File: src/hdl/lir_pkg.sv
// shared types and constants for the linear interpolation resampler
// no dependencies; imported by lir_ctrl, lir_dp and the top level
`timescale 1ns / 1ps
`default_nettype none

package lir_pkg;

    // configuration port
    localparam int RATIO_W    = 24;
    localparam int CHAN_W     = 2;
    localparam int CFG_IDX_W  = 1;
    localparam int CFG_DATA_W = 24;

    localparam logic [CFG_IDX_W-1:0] REG_RATIO    = 1'b0;
    localparam logic [CFG_IDX_W-1:0] REG_CHANNELS = 1'b1;

    localparam logic [CHAN_W-1:0] CHAN_MONO  = 2'd1;
    localparam logic [CHAN_W-1:0] CHAN_RESET = 2'd2;

    // controller to datapath
    typedef struct packed {
        logic capture;
        logic first;
        logic skip;
        logic mul;
        logic emit_interp;
        logic emit_hold;
        logic clear;
    } lir_cmd_t;

    // datapath to controller
    typedef struct packed {
        logic have_prior;
        logic off_lt_one;
        logic end_frame;
        logic slot_free;
        logic next_ge_one;
    } lir_sts_t;

endpackage

`default_nettype wire

File: src/hdl/lir_ctrl.sv
// sequencing state machine for the resampler
// depends on lir_pkg for the command and status structs
`timescale 1ns / 1ps
`default_nettype none

module lir_ctrl (
    input  wire logic              clk,
    input  wire logic              rst_n,
    input  wire logic              in_valid,
    output logic                   in_ready,
    input  lir_pkg::lir_sts_t      sts,
    output lir_pkg::lir_cmd_t      cmd
);
    import lir_pkg::*;

    typedef enum logic [5:0] {
        S_IDLE  = 6'b000001,
        S_START = 6'b000010,
        S_MUL   = 6'b000100,
        S_EMIT  = 6'b001000,
        S_TAIL  = 6'b010000,
        S_HOLD  = 6'b100000
    } state_t;

    state_t state_reg;
    state_t state_next;

    assign in_ready = (state_reg == S_IDLE);

    always_comb
    begin
        state_next = state_reg;
        cmd        = '0;
        unique case (state_reg)
            S_IDLE:
            begin
                if (in_valid)
                begin
                    cmd.capture = 1'b1;
                    state_next  = S_START;
                end
            end
            S_START:
            begin
                if (!sts.have_prior)
                begin
                    cmd.first  = 1'b1;
                    state_next = S_TAIL;
                end
                else if (sts.off_lt_one)
                begin
                    state_next = S_MUL;
                end
                else
                begin
                    // position already past this frame: no interpolated word
                    cmd.skip   = 1'b1;
                    state_next = S_TAIL;
                end
            end
            S_MUL:
            begin
                cmd.mul    = 1'b1;
                state_next = S_EMIT;
            end
            S_EMIT:
            begin
                if (sts.slot_free)
                begin
                    cmd.emit_interp = 1'b1;
                    state_next      = sts.next_ge_one ? S_TAIL : S_MUL;
                end
            end
            S_TAIL:
            begin
                if (!sts.end_frame)
                begin
                    state_next = S_IDLE;
                end
                else if (sts.off_lt_one)
                begin
                    state_next = S_HOLD;
                end
                else
                begin
                    cmd.clear  = 1'b1;
                    state_next = S_IDLE;
                end
            end
            S_HOLD:
            begin
                if (sts.slot_free)
                begin
                    cmd.emit_hold = 1'b1;
                    if (sts.next_ge_one)
                    begin
                        state_next = S_IDLE;
                    end
                end
            end
            default:
            begin
                state_next = S_IDLE;
            end
        endcase
    end

    always_ff @(posedge clk or negedge rst_n)
    begin
        if (!rst_n)
        begin
            state_reg <= S_IDLE;
        end
        else
        begin
            state_reg <= state_next;
        end
    end

endmodule

`default_nettype wire

File: src/hdl/lir_dp.sv
// datapath: config registers, frame store, position, multipliers, output register
// depends on lir_pkg; driven by lir_ctrl commands
`timescale 1ns / 1ps
`default_nettype none

module lir_dp #(
    parameter int SAMPLE_BITS = 24,
    parameter int FRAC_BITS   = 16
) (
    input  wire logic                              clk,
    input  wire logic                              rst_n,
    input  wire logic                              cfg_write,
    input  wire logic [lir_pkg::CFG_IDX_W-1:0]     cfg_index,
    input  wire logic [lir_pkg::CFG_DATA_W-1:0]    cfg_data,
    input  wire logic signed [SAMPLE_BITS-1:0]     left_sample,
    input  wire logic signed [SAMPLE_BITS-1:0]     right_sample,
    input  wire logic                              end_of_clip,
    input  lir_pkg::lir_cmd_t                      cmd,
    output lir_pkg::lir_sts_t                      sts,
    input  wire logic                              out_ready,
    output logic                                   out_valid,
    output logic signed [SAMPLE_BITS-1:0]          left_out,
    output logic signed [SAMPLE_BITS-1:0]          right_out,
    output logic                                   run_last,
    output logic                                   clip_done
);
    import lir_pkg::*;

    localparam int OFF_W  = ((FRAC_BITS + 1 > RATIO_W) ? FRAC_BITS + 1 : RATIO_W) + 1;
    localparam int PROD_W = SAMPLE_BITS + FRAC_BITS + 2;

    localparam logic [OFF_W-1:0]   ONE_OFF  = OFF_W'(64'd1 << FRAC_BITS);
    localparam logic [OFF_W-1:0]   TWO_OFF  = OFF_W'(64'd1 << (FRAC_BITS + 1));
    localparam logic [RATIO_W-1:0] MIN_STEP = RATIO_W'(64'd1 << (FRAC_BITS - 5));
    localparam logic [RATIO_W-1:0] RATIO_RESET = (FRAC_BITS < RATIO_W) ?
        RATIO_W'(64'd1 << FRAC_BITS) : {RATIO_W{1'b1}};

    logic [RATIO_W-1:0]            ratio_reg;
    logic [CHAN_W-1:0]             chan_reg;
    logic [OFF_W-1:0]              offset_reg;
    logic [OFF_W-1:0]              offset_next;
    logic                          have_prior_reg;
    logic                          have_prior_next;
    logic                          end_reg;
    logic signed [SAMPLE_BITS-1:0] prior_l_reg;
    logic signed [SAMPLE_BITS-1:0] prior_r_reg;
    logic signed [SAMPLE_BITS-1:0] cur_l_reg;
    logic signed [SAMPLE_BITS-1:0] cur_r_reg;
    logic signed [PROD_W-1:0]      prod_l_reg;
    logic signed [PROD_W-1:0]      prod_r_reg;
    logic                          out_valid_reg;
    logic signed [SAMPLE_BITS-1:0] left_out_reg;
    logic signed [SAMPLE_BITS-1:0] right_out_reg;
    logic                          run_last_reg;
    logic                          clip_done_reg;

    logic [RATIO_W-1:0]            step;
    logic [OFF_W-1:0]              next_off;
    logic                          next_ge_one;
    logic                          next_ge_two;
    logic                          off_lt_one;
    logic                          slot_free;
    logic                          mono;
    logic                          emit;
    logic                          prior_load;
    logic signed [FRAC_BITS:0]     frac_s;
    logic signed [SAMPLE_BITS:0]   diff_l;
    logic signed [SAMPLE_BITS:0]   diff_r;
    logic signed [PROD_W-1:0]      sum_l;
    logic signed [PROD_W-1:0]      sum_r;
    logic signed [SAMPLE_BITS-1:0] word_l;
    logic signed [SAMPLE_BITS-1:0] word_r;
    logic                          word_last;
    logic                          word_done;

    // ratios below 1/32 step as 1/32
    assign step        = (ratio_reg < MIN_STEP) ? MIN_STEP : ratio_reg;
    assign next_off    = offset_reg + OFF_W'(step);
    assign next_ge_one = (next_off >= ONE_OFF);
    assign next_ge_two = (next_off >= TWO_OFF);
    assign off_lt_one  = (offset_reg < ONE_OFF);
    assign slot_free   = !out_valid_reg || out_ready;
    assign mono        = (chan_reg == CHAN_MONO);
    assign emit        = cmd.emit_interp || cmd.emit_hold;

    assign sts.have_prior  = have_prior_reg;
    assign sts.off_lt_one  = off_lt_one;
    assign sts.end_frame   = end_reg;
    assign sts.slot_free   = slot_free;
    assign sts.next_ge_one = next_ge_one;

    assign frac_s = signed'({1'b0, offset_reg[FRAC_BITS-1:0]});
    assign diff_l = signed'({cur_l_reg[SAMPLE_BITS-1], cur_l_reg})
                  - signed'({prior_l_reg[SAMPLE_BITS-1], prior_l_reg});
    assign diff_r = signed'({cur_r_reg[SAMPLE_BITS-1], cur_r_reg})
                  - signed'({prior_r_reg[SAMPLE_BITS-1], prior_r_reg});

    // a + ((b - a) * frac >>> frac_bits), always between a and b
    assign sum_l = PROD_W'(prior_l_reg) + (prod_l_reg >>> FRAC_BITS);
    assign sum_r = PROD_W'(prior_r_reg) + (prod_r_reg >>> FRAC_BITS);

    always_comb
    begin
        if (cmd.emit_interp)
        begin
            word_l    = sum_l[SAMPLE_BITS-1:0];
            word_r    = sum_r[SAMPLE_BITS-1:0];
            // last of the run once the position leaves the frame, unless an end frame has hold words
            word_last = next_ge_one && (!end_reg || next_ge_two);
            word_done = next_ge_one && end_reg && next_ge_two;
        end
        else
        begin
            word_l    = cur_l_reg;
            word_r    = cur_r_reg;
            word_last = next_ge_one;
            word_done = next_ge_one;
        end
    end

    always_comb
    begin
        offset_next     = offset_reg;
        have_prior_next = have_prior_reg;
        prior_load      = 1'b0;
        if (cmd.first)
        begin
            offset_next     = '0;
            have_prior_next = 1'b1;
            prior_load      = 1'b1;
        end
        else if (cmd.skip)
        begin
            offset_next = offset_reg - ONE_OFF;
            prior_load  = 1'b1;
        end
        else if (cmd.emit_interp)
        begin
            if (next_ge_one)
            begin
                offset_next = next_off - ONE_OFF;
                prior_load  = 1'b1;
            end
            else
            begin
                offset_next = next_off;
            end
        end
        else if (cmd.emit_hold)
        begin
            if (next_ge_one)
            begin
                offset_next     = '0;
                have_prior_next = 1'b0;
            end
            else
            begin
                offset_next = next_off;
            end
        end
        else if (cmd.clear)
        begin
            offset_next     = '0;
            have_prior_next = 1'b0;
        end
    end

    always_ff @(posedge clk or negedge rst_n)
    begin
        if (!rst_n)
        begin
            ratio_reg      <= RATIO_RESET;
            chan_reg       <= CHAN_RESET;
            offset_reg     <= '0;
            have_prior_reg <= 1'b0;
            out_valid_reg  <= 1'b0;
        end
        else
        begin
            if (cfg_write)
            begin
                unique case (cfg_index)
                    REG_RATIO:    ratio_reg <= cfg_data[RATIO_W-1:0];
                    REG_CHANNELS: chan_reg  <= cfg_data[CHAN_W-1:0];
                    default:      ;
                endcase
            end
            offset_reg     <= offset_next;
            have_prior_reg <= have_prior_next;
            if (emit)
            begin
                out_valid_reg <= 1'b1;
            end
            else if (out_ready)
            begin
                out_valid_reg <= 1'b0;
            end
        end
    end

    always_ff @(posedge clk)
    begin
        if (cmd.capture)
        begin
            cur_l_reg <= left_sample;
            cur_r_reg <= right_sample;
            end_reg   <= end_of_clip;
        end
        if (prior_load)
        begin
            prior_l_reg <= cur_l_reg;
            prior_r_reg <= cur_r_reg;
        end
        if (cmd.mul)
        begin
            prod_l_reg <= PROD_W'(diff_l) * PROD_W'(frac_s);
            prod_r_reg <= PROD_W'(diff_r) * PROD_W'(frac_s);
        end
        if (emit)
        begin
            left_out_reg  <= word_l;
            right_out_reg <= mono ? '0 : word_r;
            run_last_reg  <= word_last;
            clip_done_reg <= word_done;
        end
    end

    assign out_valid = out_valid_reg;
    assign left_out  = left_out_reg;
    assign right_out = right_out_reg;
    assign run_last  = run_last_reg;
    assign clip_done = clip_done_reg;

`ifndef SYNTHESIS
    a_emit_slot_free: assert property (@(posedge clk) disable iff (!rst_n)
        emit |-> slot_free)
        else $error("word emitted while output register is occupied");

    a_emit_in_frame: assert property (@(posedge clk) disable iff (!rst_n)
        emit |-> (offset_reg < ONE_OFF))
        else $error("word emitted at a position beyond the current frame");

    a_done_is_last: assert property (@(posedge clk) disable iff (!rst_n)
        (out_valid_reg && clip_done_reg) |-> run_last_reg)
        else $error("clip end word not marked as last of run");

    a_clip_clears: assert property (@(posedge clk) disable iff (!rst_n)
        (cmd.emit_hold && next_ge_one) |=> (!have_prior_reg && (offset_reg == '0)))
        else $error("clip state not cleared after final word");
`endif

endmodule

`default_nettype wire

File: src/hdl/linear_interp_resampler_unit.sv
// linear interpolation resampler, top level: controller plus datapath
// an accepted frame goes to start, then to multiply and emit for each interpolated word
// each interpolated word: multiply, then add; held end words need no multiply
// a frame goes through accept, start and tail plus its words; the next frame is taken
// once its run is issued
// reset: clip state cleared, ratio 1.0, stereo; no clearing pass
`timescale 1ns / 1ps
`default_nettype none

module linear_interp_resampler_unit #(
    parameter int SAMPLE_BITS = 24,
    parameter int FRAC_BITS   = 16
) (
    input  wire logic                              clk,
    input  wire logic                              rst_n,
    input  wire logic                              cfg_write,
    input  wire logic [lir_pkg::CFG_IDX_W-1:0]     cfg_index,
    input  wire logic [lir_pkg::CFG_DATA_W-1:0]    cfg_data,
    input  wire logic                              in_valid,
    output logic                                   in_ready,
    input  wire logic signed [SAMPLE_BITS-1:0]     left_sample,
    input  wire logic signed [SAMPLE_BITS-1:0]     right_sample,
    input  wire logic                              end_of_clip,
    output logic                                   out_valid,
    input  wire logic                              out_ready,
    output logic signed [SAMPLE_BITS-1:0]          left_out,
    output logic signed [SAMPLE_BITS-1:0]          right_out,
    output logic                                   run_last,
    output logic                                   clip_done
);
    import lir_pkg::*;

    lir_cmd_t cmd;
    lir_sts_t sts;

    lir_ctrl u_ctrl (
        .clk      (clk),
        .rst_n    (rst_n),
        .in_valid (in_valid),
        .in_ready (in_ready),
        .sts      (sts),
        .cmd      (cmd)
    );

    lir_dp #(
        .SAMPLE_BITS (SAMPLE_BITS),
        .FRAC_BITS   (FRAC_BITS)
    ) u_dp (
        .clk          (clk),
        .rst_n        (rst_n),
        .cfg_write    (cfg_write),
        .cfg_index    (cfg_index),
        .cfg_data     (cfg_data),
        .left_sample  (left_sample),
        .right_sample (right_sample),
        .end_of_clip  (end_of_clip),
        .cmd          (cmd),
        .sts          (sts),
        .out_ready    (out_ready),
        .out_valid    (out_valid),
        .left_out     (left_out),
        .right_out    (right_out),
        .run_last     (run_last),
        .clip_done    (clip_done)
    );

endmodule

`default_nettype wire

File: config.mk
export PLATFORM = sky130hd
export DESIGN_NAME = linear_interp_resampler_unit
export DESIGN_NICKNAME = d
export VERILOG_FILES = /design/src/hdl/lir_pkg.sv /design/src/hdl/lir_ctrl.sv /design/src/hdl/lir_dp.sv /design/src/hdl/linear_interp_resampler_unit.sv
export SDC_FILE = /design/constraint.sdc
export NUM_CORES = 2
export LEC_CHECK = 0
export BUFFER_PORTS_ARGS = -buffer_cell sky130_fd_sc_hd__buf_2
export CAP_MARGIN = 10
export CORE_MARGIN = 2
export CORE_UTILIZATION = 30
export CTS_CLUSTER_SIZE = 12
export DETAILED_ROUTE_END_ITERATION = 6
export GPL_ROUTABILITY_DRIVEN = 0
export PLACE_DENSITY = 0.54
export SLEW_MARGIN = 40
export SYNTH_ARGS = -nofsm -noshare
export SYNTH_HDL_FRONTEND = slang
export SYNTH_SLANG_ARGS = --single-unit
File: constraint.sdc
create_clock -name clk -period 11 [get_ports clk]
set_clock_uncertainty 0.1 [all_clocks]
set_input_delay 0 -clock clk [delete_from_list [all_inputs] [get_ports clk]]
set_output_delay 0 -clock clk [all_outputs]
set_load 0.02 [all_outputs]
==> flow_summary.toml <==
[global_route]
antenna_found_initial = 1
grt-ovfl-total = 0
grt_max_degree = 60
grt_first_pass_wirelength_um = 183000
track_usage_pct = 15.85
grt_pass1_vias = 32990

[timing]
setup_tns_ns = 0
slew_headroom_pct = 45.50
min_period_over_period_pct = 86.50
hold_viol = 0
fmax_mhz = 105.1
fin_crit_ns = 9.515
maxSlewViolCount = 0
setup_viol = 0
worst_slack_ns = 1.485
worst_pin_slew_ns = 0.8166
rsz0062_at_grt = "false"

[floorplanning]
die_y_um = 380.4
die_area_sq_mm = 0.1447
ioPinCount = 131
die_w_um = 380.4
core.rowCount = 138
initial_core_util_pct = 30.14
core_sq_mm = 0.1411

[critical_path]
max_stage_delay_ns = 0.71
r2r_slack_ns = 1.48
endpoint_kind = "register"
worstSetupStartpointType = "register"
critPathTopFamily = "adder cells"
crit_top_cell = "fa_1"
required_ns = 11.25
crit_buf_inv = 4
cp_max_fo = 23
critPathArrivalTime_ns = 9.77
crit_slowest_cell = "xor2_1"
critical_path_class = "register to register"

[logic_synthesis]
syn_nets = 5646
syn_avg_cell_area_sq_um = 9.443
synth_cell_types = 87
yosysSeqAreaShare_pct = 17.26
synth_top_flop_cell = "edfxtp_1"
yosysTopAreaCellShare_pct = 35.27
synth_edf_count = 195
syn_area_sq_mm = 0.04251
yosysWarnings = 0
post-synth-top-count-cell = "inv_1"
syn_inst = 4502
yosys.area.top_type = "fa_1"
synth_area_leaders = "fa_1 (35%), edfxtp_1 (14%), ha_1 (9.3%)"
async_flop_share_pct = 23.23
synthTopCellsByCount = "inv_1 (960), fa_1 (749), nand2_1 (564), and2_1 (341), ha_1 (316)"
ys_seq_elements = 254

[cells_and_area]
fillers = 14580
area_growth_pct = 13.54
antennaDiodeCount = 0
nets = 5835
largest_reg_flops = 25
drive_above_1_share_pct = 7.847

[power_and_ir_drop]
switching_share_pct = 52.71
p_seq_share_pct = 13.5
combinationalPowerShare_pct = 77.2
p_clk_share_pct = 9.3
p_int_uw = 5488
switchingPower_uw = 6117
pwr_density_cell_mw_per_mm2 = 240.4
leakagePower_uw = 0.02294
peakVddDrop_mv = 0.1568

[placed_design]
dpl_worst_slack_ns = 1.291
portBuffers = 130
dp_hpwl_um = 85550

[clock_tree]
clkSlewWorstSetupHoldPaths_ns = 0.06
cts_num_sinks = 254
ctsRootBufferMaster = "clkbuf_16"
cts_max_level = 1
cts_made_buffers = 30
insertion_delay_ns = 0.64
clock_path_buffers = 3
cts_tree = "yes"
post_cts_buffers = 0

[routing]
drtIter0Drc = 1613
wl_um = 112600
viasPerCell = 4.603
firstDrtPassIters = 5
via_count = 30400
wl_per_cell_um = 17.05
ant_nets = 0
drcViolationCount = 0

[outcome]
outcome = "completed"

[flow_run]
drv_cap = 0

[worst_hold_path]
hold_path_class = "input pin to register"
## layout make-up
type | count | area, sq um | area share [%]
inverter | 961 | 3607 | 7.473
multi-input combinational | 3099 | 31240 | 64.73
tap | 1890 | 2365 | 4.899
sequential | 254 | 7345 | 15.22
timing repair buffer | 345 | 2664 | 5.519
clock buffer | 40 | 818.3 | 1.695
clock inverter | 16 | 225.2 | 0.4666
## stage by stage
| stage | power [uW] | util [%] | instances | area, sq um | hold WS, ns |
|---|---|---|---|---|---|
| floorplan | 7710 | - | 4502 | 42510 | -0.3956 |
| global placement | 10330 | 32.27 | 6399 | 45520 | 0.07914 |
| detailed placement | 10430 | 32.41 | 6401 | 45710 | 0.03167 |
| CTS | 11720 | 34.20 | 6605 | 48240 | 0.0005812 |
| global route | 12910 | 34.22 | 6605 | 48270 | 0.01706 |
| finish | 11610 | 34.22 | 6605 | 48270 | 0.01241 |
## cells in the final DEF, fill, tap and decap left out, drive strengths merged, types with 21 or more instances in the layout
cell and n:
o21a 35, edfxtp 195, nor3 52, xor2 55, fa 749, nand3 36, ha 316, a21o 49
nand2 565, buf 197, nor2 106, a211oi 21, a21oi 133, clkbuf 40, and2 341, inv 962
nand2b 55, dfrtp 56, o21ai 104, mux2 36, xnor2 129, nor2b 66, dlygate4sd3 148
## final timing paths
check                                        from                  end  cells past startpoint
worst max-delay path            u_dp.cur_r_reg[0]  u_dp.prod_r_reg[36]                     31
worst min-delay path              left_sample[23]   u_dp.cur_l_reg[23]                      2
worst max register to register  u_dp.cur_r_reg[0]  u_dp.prod_r_reg[36]                     31
worst min register to register  u_dp.cur_l_reg[0]  u_dp.prior_l_reg[0]                      0
max in group asynchronous                   rst_n   u_dp.offset_reg[1]                      4
min in group asynchronous                   rst_n  u_ctrl.state_reg[1]                      4
## layer usage
layer  GRT usage, %  vias up  part of all wire [%]
met3          2.705      128                   5.9
met1          21.78    15300                    46
met4          3.167        0                   2.2
met5              0        -                     0
li1               -    14270                     -
met2          26.22      698                    46
## logic make-up (layout without fill, tap and decap cells)
logic type                 Yosys count  after routing  share of synthesized area (%)
AOI/OAI and AO/OA                  484            484                          7.526
xor gates and xnor gates           184            184                          3.791
adders and majority gates         1070           1070                          44.69
buffers and inverters             1149           1362                          10.19
DFF                                254            254                          17.26
muxes                               47             47                          1.213
and+or+nand+nor                   1314           1314                          15.34
## power by group through the flow
| stage | clock network [uW] | logic, uW | registers [uW] |
|---|---|---|---|
| finish | 1080 | 8960 | 1560 |
| global route | 1140 | 10200 | 1590 |
| CTS | 1110 | 9040 | 1560 |
| detailed placement | 0 | 8850 | 1580 |
| global placement | 0 | 8750 | 1580 |
| floorplan | 0 | 6230 | 1480 |
## what timing repair did
action,CTS,global route
gates resized for setup,0,0
hold buffers,148,0
endpoints found under the hold margin,139,0
Note: power is estimated with default switching activity, not from simulation.
